$ cat src/rtl/core/dq_pkg.sv
// Package for the double-ended queue: request and status codes, the sequencer
// states and the packed request and result layouts used on the stream ports.
// No dependencies.
package dq_pkg;

    localparam int REQ_W    = 3;
    localparam int POS_W    = 5;
    localparam int VALUE_W  = 32;
    localparam int COUNT_W  = 5;
    localparam int STATUS_W = 2;
    localparam int IN_BITS  = 40;
    localparam int OUT_BITS = 40;

    typedef enum logic [REQ_W-1:0] {
        REQ_PUSH_FRONT = 3'd0,
        REQ_PUSH_BACK  = 3'd1,
        REQ_POP_FRONT  = 3'd2,
        REQ_POP_BACK   = 3'd3,
        REQ_READ       = 3'd4,
        REQ_INSERT     = 3'd5,
        REQ_ERASE      = 3'd6,
        REQ_CLEAR      = 3'd7
    } req_t;

    typedef enum logic [STATUS_W-1:0] {
        ST_OK    = 2'd0,
        ST_FULL  = 2'd1,
        ST_EMPTY = 2'd2,
        ST_RANGE = 2'd3
    } status_t;

    typedef enum logic [2:0] {
        DQ_IDLE,
        DQ_RDATA,
        DQ_SHIFT_RD,
        DQ_SHIFT_WR,
        DQ_DONE
    } state_t;

    // The last field sits in the lowest bits.
    typedef struct packed {
        logic [VALUE_W-1:0] value;
        logic [POS_W-1:0]   position;
        logic [REQ_W-1:0]   req_type;
    } request_t;

    typedef struct packed {
        status_t            status;
        logic               is_empty;
        logic [COUNT_W-1:0] entry_count;
        logic [VALUE_W-1:0] read_value;
    } result_t;

endpackage

$ cat src/rtl/core/dq_ram.sv
// Generic single-clock RAM with one write port and one registered read port.
// No dependencies.
module dq_ram #(
    parameter int WIDTH = 32,
    parameter int DEPTH = 16,
    localparam int AW = (DEPTH > 1) ? $clog2(DEPTH) : 1
) (
    input  logic             aclk,
    input  logic             we,
    input  logic [AW-1:0]    waddr,
    input  logic [WIDTH-1:0] wdata,
    input  logic             re,
    input  logic [AW-1:0]    raddr,
    output logic [WIDTH-1:0] rdata
);

    logic [WIDTH-1:0] mem [DEPTH];

    always_ff @(posedge aclk) begin
        if (we) begin
            mem[waddr] <= wdata;
        end
    end

    always_ff @(posedge aclk) begin
        if (re) begin
            rdata <= mem[raddr];
        end
    end

endmodule

$ cat src/rtl/core/double_ended_queue.sv
// Bounded double-ended queue of CAPACITY words held as a ring in one RAM. Each
// request on s_tdata pushes or pops at either end, reads, inserts before or
// erases at a position, or clears; each returns one result on m_tdata with the
// word read or removed, the new count, an empty flag and a status, and a failed
// request leaves the queue as it was. Push, clear and any failed request go
// straight to the result step; pop, read and erase first take the word read
// in a read-data step; insert and erase then move each entry between the
// position and the back with one RAM read and one RAM write per entry, as
// the RAM has a single read port with a registered read. A new request is
// taken while the previous result still waits on m_.
// Depends on dq_pkg and dq_ram.
module double_ended_queue #(
    parameter int CAPACITY  = 16,
    parameter int WORD_BITS = 32
) (
    input  logic                         aclk,
    input  logic                         aresetn,
    input  logic                         s_tvalid,
    output logic                         s_tready,
    // req_type[2:0], position[7:3], value[39:8]
    input  logic [dq_pkg::IN_BITS-1:0]   s_tdata,
    output logic                         m_tvalid,
    input  logic                         m_tready,
    // read_value[31:0], entry_count[36:32], is_empty[37], status[39:38]
    output logic [dq_pkg::OUT_BITS-1:0]  m_tdata
);

    localparam int IW  = $clog2(CAPACITY);
    localparam int CW  = $clog2(CAPACITY + 1);
    localparam int SW  = CW + 1;
    localparam int PW  = (CW > dq_pkg::POS_W) ? CW : dq_pkg::POS_W;
    localparam int XW  = (WORD_BITS > dq_pkg::VALUE_W) ? WORD_BITS : dq_pkg::VALUE_W;
    localparam int XCW = (CW > dq_pkg::COUNT_W) ? CW : dq_pkg::COUNT_W;

    localparam logic [CW-1:0] CAP_C    = CW'(CAPACITY);
    localparam logic [CW-1:0] LAST_C   = CW'(CAPACITY - 1);
    localparam logic [IW-1:0] IDX_LAST = IW'(CAPACITY - 1);

    dq_pkg::state_t   state_reg, state_next;
    logic [CW-1:0]    count_reg, count_next;
    logic [IW-1:0]    front_reg, front_next;
    logic [CW-1:0]    idx_reg, idx_next;
    logic [CW-1:0]    pos_reg, pos_next;
    logic [WORD_BITS-1:0] val_reg, val_next;
    logic [WORD_BITS-1:0] rd_reg, rd_next;
    dq_pkg::req_t     op_reg, op_next;
    dq_pkg::status_t  status_reg, status_next;
    logic             m_valid_reg, m_valid_next;
    dq_pkg::result_t  result_reg, result_next;

    dq_pkg::request_t req;
    dq_pkg::req_t     in_req;
    dq_pkg::status_t  in_err;
    logic             s_fire;
    logic             out_free;
    logic [PW-1:0]    in_pos_x;
    logic [PW-1:0]    cnt_x;
    logic [CW-1:0]    in_pos_c;
    logic [XW-1:0]    val_x;
    logic [WORD_BITS-1:0] in_val;
    logic [XW-1:0]    rd_x;
    logic [XCW-1:0]   cnt_xc;

    logic [CW-1:0]    lidx;
    logic [SW-1:0]    rsum;
    logic [SW-1:0]    rsum_w;
    logic [IW-1:0]    ring_addr;
    logic [IW-1:0]    front_inc;
    logic             shift_end;
    logic [CW-1:0]    shift_src;

    logic                 ram_we;
    logic                 ram_re;
    logic [WORD_BITS-1:0] ram_wdata;
    logic [WORD_BITS-1:0] ram_rdata;

    assign req      = dq_pkg::request_t'(s_tdata);
    assign in_req   = dq_pkg::req_t'(req.req_type);
    assign in_pos_x = PW'(req.position);
    assign cnt_x    = PW'(count_reg);
    assign in_pos_c = CW'(req.position);
    assign val_x    = XW'(req.value);
    assign in_val   = val_x[WORD_BITS-1:0];
    assign s_fire   = s_tvalid && s_tready;
    assign out_free = !m_valid_reg || m_tready;

    // Error check on the incoming request, against the state before it.
    always_comb begin
        in_err = dq_pkg::ST_OK;
        unique case (in_req) inside
            dq_pkg::REQ_PUSH_FRONT, dq_pkg::REQ_PUSH_BACK: begin
                if (count_reg == CAP_C) in_err = dq_pkg::ST_FULL;
            end
            dq_pkg::REQ_POP_FRONT, dq_pkg::REQ_POP_BACK: begin
                if (count_reg == '0) in_err = dq_pkg::ST_EMPTY;
            end
            dq_pkg::REQ_READ, dq_pkg::REQ_ERASE: begin
                if (in_pos_x >= cnt_x) in_err = dq_pkg::ST_RANGE;
            end
            dq_pkg::REQ_INSERT: begin
                if (count_reg == CAP_C) begin
                    in_err = dq_pkg::ST_FULL;
                end else if (in_pos_x > cnt_x) begin
                    in_err = dq_pkg::ST_RANGE;
                end
            end
            dq_pkg::REQ_CLEAR: begin
                in_err = dq_pkg::ST_OK;
            end
        endcase
    end

    // Logical index to ring slot: the sum stays below twice the capacity.
    always_comb begin
        rsum = SW'(front_reg) + SW'(lidx);
        if (rsum >= SW'(CAPACITY)) begin
            rsum_w = rsum - SW'(CAPACITY);
        end else begin
            rsum_w = rsum;
        end
        ring_addr = rsum_w[IW-1:0];
    end

    assign front_inc = (front_reg == IDX_LAST) ? '0 : front_reg + 1'b1;

    // Insert walks down from the back, erase walks up from the hole.
    assign shift_end = (op_reg == dq_pkg::REQ_INSERT) ? (idx_reg == pos_reg)
                     : (({1'b0, idx_reg} + 1'b1) == {1'b0, count_reg});
    assign shift_src = (op_reg == dq_pkg::REQ_INSERT) ? idx_reg - 1'b1 : idx_reg + 1'b1;

    always_comb begin
        state_next = state_reg;
        unique case (state_reg)
            dq_pkg::DQ_IDLE: begin
                if (s_fire) begin
                    if (in_err != dq_pkg::ST_OK) begin
                        state_next = dq_pkg::DQ_DONE;
                    end else begin
                        unique case (in_req) inside
                            dq_pkg::REQ_PUSH_FRONT, dq_pkg::REQ_PUSH_BACK,
                            dq_pkg::REQ_CLEAR: state_next = dq_pkg::DQ_DONE;
                            dq_pkg::REQ_POP_FRONT, dq_pkg::REQ_POP_BACK,
                            dq_pkg::REQ_READ, dq_pkg::REQ_ERASE:
                                state_next = dq_pkg::DQ_RDATA;
                            dq_pkg::REQ_INSERT: state_next = dq_pkg::DQ_SHIFT_RD;
                        endcase
                    end
                end
            end
            dq_pkg::DQ_RDATA: begin
                state_next = (op_reg == dq_pkg::REQ_ERASE) ? dq_pkg::DQ_SHIFT_RD
                                                            : dq_pkg::DQ_DONE;
            end
            dq_pkg::DQ_SHIFT_RD: begin
                state_next = shift_end ? dq_pkg::DQ_DONE : dq_pkg::DQ_SHIFT_WR;
            end
            dq_pkg::DQ_SHIFT_WR: begin
                state_next = dq_pkg::DQ_SHIFT_RD;
            end
            dq_pkg::DQ_DONE: begin
                if (out_free) state_next = dq_pkg::DQ_IDLE;
            end
            default: begin
                state_next = dq_pkg::DQ_IDLE;
            end
        endcase
    end

    always_comb begin
        s_tready    = (state_reg == dq_pkg::DQ_IDLE);
        count_next  = count_reg;
        front_next  = front_reg;
        idx_next    = idx_reg;
        pos_next    = pos_reg;
        val_next    = val_reg;
        rd_next     = rd_reg;
        op_next     = op_reg;
        status_next = status_reg;
        result_next = result_reg;
        m_valid_next = m_valid_reg && !m_tready;
        lidx        = idx_reg;
        ram_we      = 1'b0;
        ram_re      = 1'b0;
        ram_wdata   = val_reg;
        rd_x        = XW'(rd_reg);
        cnt_xc      = XCW'(count_reg);

        unique case (state_reg)
            dq_pkg::DQ_IDLE: begin
                if (s_fire) begin
                    op_next     = in_req;
                    pos_next    = in_pos_c;
                    val_next    = in_val;
                    rd_next     = '0;
                    status_next = in_err;
                    if (in_err == dq_pkg::ST_OK) begin
                        unique case (in_req)
                            dq_pkg::REQ_PUSH_FRONT: begin
                                // Slot CAPACITY-1 past the front is the one before it.
                                lidx       = LAST_C;
                                ram_we     = 1'b1;
                                ram_wdata  = in_val;
                                front_next = ring_addr;
                                count_next = count_reg + 1'b1;
                            end
                            dq_pkg::REQ_PUSH_BACK: begin
                                lidx       = count_reg;
                                ram_we     = 1'b1;
                                ram_wdata  = in_val;
                                count_next = count_reg + 1'b1;
                            end
                            dq_pkg::REQ_POP_FRONT: begin
                                lidx       = '0;
                                ram_re     = 1'b1;
                                front_next = front_inc;
                                count_next = count_reg - 1'b1;
                            end
                            dq_pkg::REQ_POP_BACK: begin
                                lidx       = count_reg - 1'b1;
                                ram_re     = 1'b1;
                                count_next = count_reg - 1'b1;
                            end
                            dq_pkg::REQ_READ: begin
                                lidx   = in_pos_c;
                                ram_re = 1'b1;
                            end
                            dq_pkg::REQ_ERASE: begin
                                lidx     = in_pos_c;
                                ram_re   = 1'b1;
                                idx_next = in_pos_c;
                            end
                            dq_pkg::REQ_INSERT: begin
                                idx_next = count_reg;
                            end
                            dq_pkg::REQ_CLEAR: begin
                                count_next = '0;
                                front_next = '0;
                            end
                        endcase
                    end
                end
            end
            dq_pkg::DQ_RDATA: begin
                rd_next = ram_rdata;
            end
            dq_pkg::DQ_SHIFT_RD: begin
                if (shift_end) begin
                    if (op_reg == dq_pkg::REQ_INSERT) begin
                        lidx       = idx_reg;
                        ram_we     = 1'b1;
                        ram_wdata  = val_reg;
                        count_next = count_reg + 1'b1;
                    end else begin
                        count_next = count_reg - 1'b1;
                    end
                end else begin
                    lidx   = shift_src;
                    ram_re = 1'b1;
                end
            end
            dq_pkg::DQ_SHIFT_WR: begin
                lidx      = idx_reg;
                ram_we    = 1'b1;
                ram_wdata = ram_rdata;
                idx_next  = shift_src;
            end
            dq_pkg::DQ_DONE: begin
                if (out_free) begin
                    m_valid_next            = 1'b1;
                    result_next.read_value  = rd_x[dq_pkg::VALUE_W-1:0];
                    result_next.entry_count = cnt_xc[dq_pkg::COUNT_W-1:0];
                    result_next.is_empty    = (count_reg == '0);
                    result_next.status      = status_reg;
                end
            end
            default: begin
                m_valid_next = m_valid_reg && !m_tready;
            end
        endcase
    end

    always_ff @(posedge aclk) begin
        if (!aresetn) begin
            state_reg   <= dq_pkg::DQ_IDLE;
            count_reg   <= '0;
            front_reg   <= '0;
            m_valid_reg <= 1'b0;
        end else begin
            state_reg   <= state_next;
            count_reg   <= count_next;
            front_reg   <= front_next;
            m_valid_reg <= m_valid_next;
        end
    end

    always_ff @(posedge aclk) begin
        idx_reg    <= idx_next;
        pos_reg    <= pos_next;
        val_reg    <= val_next;
        rd_reg     <= rd_next;
        op_reg     <= op_next;
        status_reg <= status_next;
        result_reg <= result_next;
    end

    dq_ram #(
        .WIDTH (WORD_BITS),
        .DEPTH (CAPACITY)
    ) u_slots (
        .aclk  (aclk),
        .we    (ram_we),
        .waddr (ring_addr),
        .wdata (ram_wdata),
        .re    (ram_re),
        .raddr (ring_addr),
        .rdata (ram_rdata)
    );

    assign m_tvalid = m_valid_reg;
    assign m_tdata  = result_reg;

`ifndef SYNTHESIS
    a_count_bound: assert property (@(posedge aclk) disable iff (!aresetn)
        count_reg <= CAP_C)
        else $error("entry count exceeds capacity");

    a_front_bound: assert property (@(posedge aclk) disable iff (!aresetn)
        {1'b0, front_reg} < (IW + 1)'(CAPACITY))
        else $error("front slot outside the ring");

    a_push_grows: assert property (@(posedge aclk) disable iff (!aresetn)
        s_fire && (in_req == dq_pkg::REQ_PUSH_FRONT || in_req == dq_pkg::REQ_PUSH_BACK)
        && count_reg != CAP_C |=> count_reg == CW'($past(count_reg) + 1'b1))
        else $error("successful push did not grow the count by one");

    a_err_keeps_state: assert property (@(posedge aclk) disable iff (!aresetn)
        s_fire && in_err != dq_pkg::ST_OK |=>
        count_reg == $past(count_reg) && front_reg == $past(front_reg))
        else $error("failed request changed the queue");

    a_no_write_late: assert property (@(posedge aclk) disable iff (!aresetn)
        (state_reg == dq_pkg::DQ_DONE || state_reg == dq_pkg::DQ_RDATA) |-> !ram_we)
        else $error("RAM written outside an update step");
`endif

endmodule
$ cat config.mk
export PLATFORM = sky130hd
export DESIGN_NAME = double_ended_queue
export DESIGN_NICKNAME = d
export VERILOG_FILES = /design/src/rtl/core/dq_pkg.sv /design/src/rtl/core/dq_ram.sv /design/src/rtl/core/double_ended_queue.sv
export SDC_FILE = /design/constraint.sdc
export NUM_CORES = 1
export LEC_CHECK = 0
export ABC_AREA = 1
export ABC_CLOCK_PERIOD_IN_PS = 7600
export BUFFER_PORTS_ARGS = -buffer_cell sky130_fd_sc_hd__buf_2
export CORE_UTILIZATION = 55
export CTS_BUF_LIST = sky130_fd_sc_hd__clkbuf_4
export DETAILED_ROUTE_END_ITERATION = 10
export PLACE_DENSITY = 0.69
export SETUP_SLACK_MARGIN = 0.2
export SLEW_MARGIN = 10
export SYNTH_ARGS = -nofsm -noshare
export SYNTH_HDL_FRONTEND = slang
export SYNTH_HIERARCHICAL = 1
export SYNTH_SLANG_ARGS = --single-unit
export TNS_END_PERCENT = 30
$ cat constraint.sdc
create_clock -name aclk -period 7.6 [get_ports aclk]
set_clock_uncertainty 0.1 [all_clocks]
set_input_delay 0.38 -clock aclk [delete_from_list [all_inputs] [get_ports aclk]]
set_output_delay 0.38 -clock aclk [all_outputs]
set_load 0.005 [all_outputs]
# --- Word level (Yosys, flattened, before mapping) ---
# Memory sizes are Yosys's and may differ from the RTL's. A register that Yosys moved wholly into a read port is not among the register bits.
# Cells that the tools add are included.
word_totals:
  reg_bits: 132
  mem_bits_rw: 512
  input_bits: 44
  output_inout_bits: 42
  elab_cells: 129
  mem_count: 1
mem_list:
  columns: ["name", "words", "width", "read_ports", "rd_clocked_by_memory_dff", "write_ports", "line_no", "rtl"]
  rows:
  - ["u_slots.mem", 16, 32, 1, 1, 1, "dq_ram.sv:17", "logic [WIDTH-1:0] mem [DEPTH];"]
classes:
  n_addsub: 8
  n_lt_le_gt_ge: 3
  n_eq_ne: 23
  mux: 54
  n_reduce_logical: 26
ops:
  columns: ["operator", "n"]
  rows:
  - ["$mux 32", 4]
  - ["$pmux 32 s2", 2]
  - ["$mux 5", 10]
  - ["$pmux 5 s2", 4]
  - ["$pmux 5 s5", 1]
  - ["$eq 3x3->1 const B", 7]
  - ["$mux 1", 15]
  - ["$mux 3", 5]
  - ["$pmux 3 s5", 1]
  - ["$pmux 5 s3", 1]
  - ["$eq 3x2->1 const B", 4]
  - ["$pmux 4 s3", 1]
  - ["$add 5x1->5 const B", 2]
  - ["$pmux 2 s5", 1]
  - ["$sub 5x1->5 const B", 2]
  - ["$pmux 3 s3", 1]
  - ["$mux 2", 4]
  - ["$mux 4", 2]
  - ["$reduce_and 2->1", 4]
  - ["$reduce_and 4->1", 2]
  - ["$reduce_bool 2->1", 4]
  - ["$add 4x5->6", 1]
  - ["$add 5x1->6 const B", 1]
  - ["$eq 3x1->1 const B", 2]
  - ["26 further kinds", 33]

# --- Longest topological paths before layout ---
# Gate-level depths: netlist (run 1).
depth:
  depth_word: 12
  ltp_mapped: 30
  mapped_depth_nobuf: 27

# --- Modules after synthesis ---
# The synthesis (run 1) kept the hierarchy.
by_module_without_submodules:
  columns: ["mod", "instances", "cells_per_inst", "area_per_inst_um2", "seq_area_each_um2"]
  rows:
  - ["dq_ram", 1, 2120, 23064.6, 16335.7]
  - ["double_ended_queue", 1, 680, 6935.4, 3833.7]

# --- Worst setup path before layout (run 1) ---
# OpenSTA, ideal clock, no wires.
synth_timing:
  path_type: "flip-flop to flip-flop"
  from: "register state_reg[0]"
  to: "memory u_slots.mem[12][0], enable pin"
  setup_time_ns: 0.421
  arrival_ns: 4.646
  t_required_ns: 7.079
  slack_ns: 2.433
  path_stages_with_launch: 16
  path_buffers: 0
  period_less_slack_ns: 5.167
  cell_sequence: "dfxtp_1 -> nor2_4 -> inv_1 -> nor2_4 -> inv_2 -> nor2_4 -> nand2_8 -> nor2_4 -> o211ai_1 -> a22oi_1 -> ha_1 -> inv_1 -> fa_1 -> xnor2_1 -> nand3_1 -> nor2_1"
synth_between:
  elab_chain_cells: 7
  word_cells_on_any_way: 14
  classes_between: "add/sub: 2; order compare: 1; eq/ne: 2; mux: 7; reduce/logical: 2"
synth_rtl:
  columns: ["item", "line_no", "rtl"]
  rows:
  - ["start: declaration", "double_ended_queue.sv:39", "dq_pkg::state_t state_reg, state_next;"]
  - ["start signal: assignment", "double_ended_queue.sv:284", "state_reg <= dq_pkg::DQ_IDLE;"]
  - ["start signal: assignment", "double_ended_queue.sv:289", "state_reg <= state_next;"]
  - ["$logic_not 3->1", "double_ended_queue.sv:170, double_ended_queue.sv:188", null]
  - ["$logic_and 1x1->1", "double_ended_queue.sv:84", "assign s_fire = s_tvalid && s_tready;"]
  - ["$mux 5", "double_ended_queue.sv:190", "if (s_fire) begin"]
  - ["$pmux 5 s2 *", "double_ended_queue.sv:188", "unique case (state_reg)"]
  - ["$add 4x5->6 *", "double_ended_queue.sv:115", "rsum = SW'(front_reg) + SW'(lidx);"]
  - ["net rsum[2]", "double_ended_queue.sv:65", "logic [SW-1:0] rsum;"]
  - ["$ge 6x5->1 / $sub 4x1->4 (equally long branches)", "double_ended_queue.sv:116, double_ended_queue.sv:117", null]
  - ["$mux 4 *", "double_ended_queue.sv:116", "if (rsum >= SW'(CAPACITY)) begin"]
  - ["end: declaration", "dq_ram.sv:17", null]
# The timed path passes the listed nets; every way through them passes the cells marked *.

# --- Worst setup path after layout (run 1) ---
layout_timing:
  from: "register state_reg[0]"
  to: "memory u_slots.mem[1][2], enable pin"
# The elaborated chain is that of the path after synthesis.

==> results.cfg, run 1 <==
[timing]
max_freq_ghz = 0.163
fin_crit_sh_pct = 80.5
slew_headroom_pct = 12.7
finalHoldViolations = 0
fin_ws_ps = 1480
setup_viol = 0
rsz0062_at_grt = false
slew_violations = 0
period_needed_ps = 6120
fin_setup_tns_ps = 0
tightest_slew_ps = 1310

[die]
die_h_um = 236
die_x_um = 236
die_area_sq_mm = 0.0555
rows = 85
core_sq_mm = 0.0538
io_pins = 86
start_util_pct = 55.7

[power]
powerDensity_mw_per_mm2 = 375
power.leakage_nw = 14.2
intPower_mw = 7.57
vdd_drop_max_mv = 0.357
pwr-share-comb_pct = 38.1
p_switching_mw = 5.11
switching_share_pct = 40.3
sequentialPowerShare_pct = 38.6
p_total_mw = 12.7
p_clk_share_pct = 23.3

[final_layout]
syn2layout_area_growth_pct = 12.8
final_common_cell = nand2_1
layout.nets = 3097
instances_no_fill = 3853
regMostFlops = u_slots/mem
fin_area_sq_mm = 0.0338
layout_common_cells = nand2_1 (749), edfxtp_1 (663), inv_1 (465), nand3_1 (446), clkbuf_4 (244)
drive_above_1_share_pct = 14.8
largest_reg_flops = 512

[synth]
synthArstFlopShare_pct = 0
synthCells = 2800
syn_nets = 2862
yosys_warnings = 6
avgSynthCellArea_sq_um = 10.7
synth.distinct_cells = 57
synth_edf_count = 663
syn_area_sq_mm = 0.0300
synth-seq-area-share_pct = 67.2
synth_seq_cells = 676
dominantRegCellSynth = edfxtp_1

[status]
status = complete, no violations

[cts]
cts.htree.levels = 4
root_buffer = clkbuf_4
cts_resized = 0
cts_buffers = 167
clk_path_buf_depth = 3
cts_tree = yes
cts_sinks = 676
clk_pin_slew_worst_paths_ps = 70
clk_latency_ps = 1010

[critical_path]
slowest_stage = nor2_4
crit_path_end_kind = register
r2r_setup_slack_ps = 1480
cp-startpoint = state_reg[0]
cpMostUsedCell = nor2_4
worstPathCellList = nor2_4 > inv_1 > nor2_4 > buf_4 > inv_2 > nor2_4 > nand2_8 > nor2_4 > nand2_1 > nand3_1 > a41oi_1 > ha_1 > a21oi_1 > nand2_1 > xor2_1 > inv_1 > nand3_1 > nand2_1 > clkinv_1 > nor2_1 > nand2_1 > nor2_4 > buf_4
arrival_ps = 6730
worstPathRequired_ps = 8220
critPathLaunchType = register
max_stage_delay_ps = 990
worst-path-max-fanout = 40
critical_path_class = reg2reg
critPathBufInv = 6
critical_path.top_delay_family = simple AND/OR/NAND/NOR gates
timing.rr.start = state_reg[0]

[global_route]
grt_pass1_vias = 20726
grt_first_pass_wirelength_mm = 118
overflow = 0
grt_use_total_pct = 28.2
grt_max_degree = 152
antenna_found_initial = 4

[placed_design]
gp_congestion = 0.926
place_area_sq_mm = 0.0309
place_inst = 3480
port_buffers = 85
dp.final_hpwl_mm = 43.9
preCtsSetupSlack_ps = 1600

[drt]
drtIter0Drc = 2672
wl_mm = 76.9
drcViolationCount = 0
wl_per_cell_um = 20.0
via_per_inst = 5.56
antenna_left = 0
drt_first_pass_iters = 6
vias = 21412

[run]
maxCapViolations = 0

[hold_path]
worstHoldStart = s_tdata[4]
hold_path.class = in2reg
## layout make-up
cell class | count | area [sq um]
multi-input cells | 1513 | 7400
inverters | 478 | 1810
clock inverters | 42 | 220
fillers | 4178 | 20000
diodes | 5 | 12.5
flip-flops and latches | 676 | 20200
repair buffers | 199 | 1520
clock buffers | 244 | 1830
well taps | 696 | 871
## cells in the mapped netlist (2+ instances only)
cell type	count	area [sq um]
a211oi_1	2	15.0
a21oi_1	21	105
a22oi_1	2	15.0
a31oi_1	5	31.3
buf_1	14	52.6
buf_12	2	40.0
buf_2	48	240
buf_4	10	75.1
buf_6	35	394
clkbuf_1	20	75.1
dfxtp_1	13	260
dlygate4sd1_1	3	26.3
edfxtp_1	663	19900
fa_1	2	40.0
ha_1	16	200
inv_1	468	1760
inv_2	7	26.3
nand2_1	749	2810
nand2_4	2	22.5
nand3_1	446	2230
nand3_2	2	20.0
nand3b_1	3	22.5
nand4_1	5	31.3
nor2_1	96	360
nor2_2	14	87.6
nor2_4	7	78.8
o211ai_1	5	37.5
o21ai_0	55	275
o21ai_1	7	35.0
o21ai_2	2	17.5
o221ai_1	26	228
o221ai_2	6	90.1
o22ai_1	2	12.5
o31ai_1	2	15.0
xnor2_1	4	35.0
xor2_1	15	131
## power groups by stage
| stage | registers, mW | logic [mW] | clock network [mW] |
|---|---|---|---|
| 2_1_floorplan | 4.92 | 3.34 | 0 |
| 6_report | 4.90 | 4.83 | 2.95 |
| 5_1_grt | 4.92 | 5.25 | 3.20 |
| 3_3_place_gp | 4.96 | 4.61 | 0 |
| 3_5_place_dp | 4.97 | 4.67 | 0 |
| 4_1_cts | 4.89 | 4.73 | 3.01 |
## metal layers
metal  part of all wire, %  vias to the layer above  track usage, %
met4                   2.0                        0            9.59
li1                      -                     9860               -
met2                    46                     1162            42.5
met1                    42                    10274            40.0
met5                     0                        -               0
met3                    10                      116            7.09
## repair_timing
action | CTS | global route
setup endpoints to repair | 0 | 0
buffers inserted | 0 | 0
hold buffers | 82 | 0
endpoints found under the hold margin | 115 | 0
## per-stage QoR
stage          utilization, %  hold slack (ps)
6_report                 62.9             96.5
5_1_grt                  62.9             29.0
3_5_place_dp             57.5              305
3_3_place_gp             57.5              300
4_1_cts                  62.8             2.11
2_1_floorplan               -              300
## final timing paths
kind,cells past startpoint,end
worst max-delay path,23,u_slots/mem[1][2]
worst min-delay path,2,pos_reg[1]
worst max register to register,23,u_slots/mem[1][2]
worst min register to register,0,m_tdata[22]
## cell families (layout without fill, tap and decap cells)
kind of cell    after synthesis  count (layout)  synth area share (%)
fa+ha+maj                    18              18                 0.801
compound gates              143             143                  3.15
xor+xnor                     19              19                 0.555
other cells                   0               5                     0
simple gates               1333            1333                  19.2
flops                       676             676                  67.2
buf+inv                     611             963                  9.08
Power figures use the tool's default switching activity.
==> run 2, diff against run 1 <==
ABC_CLOCK_PERIOD_IN_PS = 6250   (was 7600)
clock period = 6.25 ns   (was 7.6 ns; I/O delays follow)
==> run 2 against run 1 <==
- sequential cell count stayed put
- worst setup slack worse by 870 ps
- power rose by 24%
- global-route usage grew 0.74 points
- combinational power up 28%
- worst hold slack improved by 42 ps
- critical path depth is 6 higher
- count of clock-buffer cells in the layout up 3
- largest cell class unchanged
- die area unchanged
- clock power rose by 23%
==> results.cfg, run 2 (synthesis gave the netlist of run 1 again) <==
[status]
status = complete, no violations

[power]
intPower_mw = 9.24
sequentialPowerShare_pct = 37.7
pwr-share-comb_pct = 39.4
vdd_drop_max_mv = 0.494
powerDensity_mw_per_mm2 = 460
switching_share_pct = 41.2
power.leakage_nw = 14.4
p_clk_share_pct = 23.0
p_switching_mw = 6.49

[final_layout]
layout_common_cells = nand2_1 (749), edfxtp_1 (663), inv_1 (464), nand3_1 (446), clkbuf_4 (247)
final_common_cell = nand2_1
drive_above_1_share_pct = 15.4
syn2layout_area_growth_pct = 13.9
regMostFlops = u_slots/mem
largest_reg_flops = 512
instances_no_fill = 3898
layout.nets = 3128

[cts]
cts.htree.levels = 4
clk_latency_ps = 1010
clk_path_buf_depth = 3
clk_pin_slew_worst_paths_ps = 70
cts_tree = yes
cts_buffers = 174
root_buffer = clkbuf_4
cts_sinks = 676

[critical_path]
critPathLaunchType = register
slowest_stage = clkinvlp_4
worst-path-max-fanout = 32
cpMostUsedCell = nand2_1
crit_path_end_kind = register
arrival_ps = 6230
max_stage_delay_ps = 720
worstPathRequired_ps = 6850
critical_path_class = reg2reg

[timing]
finalHoldViolations = 0
setup_viol = 0
fin_ws_ps = 618
max_freq_ghz = 0.178
slew_headroom_pct = 15.6
fin_crit_sh_pct = 90.1
fin_setup_tns_ps = 0
slew_violations = 0
tightest_slew_ps = 1270
period_needed_ps = 5630
rsz0062_at_grt = false

[placed_design]
port_buffers = 85
dp.final_hpwl_mm = 46.6
gp_congestion = 0.901
place_inst = 3503
preCtsSetupSlack_ps = 834

[drt]
wl_per_cell_um = 20.2
drcViolationCount = 0
vias = 21524
antenna_left = 0
wl_mm = 78.6
drtIter0Drc = 2543
drt_first_pass_iters = 8
via_per_inst = 5.52

[die]
die_x_um = 236
core_sq_mm = 0.0538
start_util_pct = 55.7
io_pins = 86
rows = 85
die_area_sq_mm = 0.0555
die_h_um = 236

[hold_path]
hold_path.class = in2reg

[global_route]
overflow = 0
grt_first_pass_wirelength_mm = 122
grt_pass1_vias = 21123
grt_use_total_pct = 28.9
grt_max_degree = 158
antenna_found_initial = 2

[run]
maxCapViolations = 0
run 2: cell count changes in the layout (fill, tap and decap cells not counted), sizes merged:
cell / delta
buf: +23
clkinv: +19
clkinvlp: +4
diode: -4
clkbuf: +3
bufinv: -2
dlygate4sd3: +1
inv: +1
run 2: worst max-delay path, delay by kind of cell (launching register included):
kind / cells / cell delay [ps]
buffers and inverters: 8 / 1770
adder cells (fa/ha/maj): 2 / 600
flip-flops: 1 / 510
AO/OA/AOI/OAI: 4 / 460
AND/OR/NAND/NOR: 14 / 1710
XOR/XNOR: 1 / 190
run 2: worst paths after layout:
kind	start	endpoint	slack [ps]	cells past startpoint
worst max-delay path	cnt_x[4]	u_slots/rdata[7]	620	29
worst min-delay path	s_tdata[1]	op_reg[1]	140	2
worst max register to register	cnt_x[4]	u_slots/rdata[7]	620	29
worst min register to register	rd_reg[5]	m_tdata[5]	310	0
run 2: layer usage:
layer  global-route usage, %  part of all wire, %
met3                    7.53                   12
met4                    9.86                  2.1
met1                    41.8                   41
met2                    42.5                   45
met5                       0                0.015
run 2: power groups by stage:
| stage | clock, mW | sequential, mW | combinational [mW] |
|---|---|---|---|
| after global routing | 3.93 | 5.94 | 6.66 |
| after detailed placement | 0 | 6.01 | 6.00 |
| after CTS | 3.70 | 5.92 | 6.06 |
| final | 3.62 | 5.92 | 6.19 |
| after floorplan | 0 | 5.98 | 4.06 |
| after global placement | 0 | 6.01 | 5.91 |
run 2: what timing repair did:
item	CTS	global route
setup endpoints to repair	0	32
buffers inserted	0	0
hold endpoints to repair	223	0
gates resized for setup	0	1
hold buffers	83	0
run 2: through the flow:
step	hold slack (ps)	utilization (%)	area, sq um	power, mW
after global placement	301	58.0	31200	11.9
after detailed placement	305	58.0	31200	12.0
final	138	63.5	34200	15.7
after CTS	3.36	63.5	34200	15.7
after global routing	58.4	63.5	34200	16.5
after floorplan	300	-	30000	10.0
run 2: final cells by class:
| type | count | area (sq um) |
|---|---|---|
| flip-flops and latches | 676 | 20200 |
| clock inverters | 64 | 262 |
| clock buffers | 247 | 1850 |
| well taps | 696 | 871 |
| multi-input cells | 1513 | 7390 |
| inverters | 478 | 1820 |
| fillers | 4215 | 19600 |
| diodes | 1 | 2.50 |
| repair buffers | 223 | 1820 |
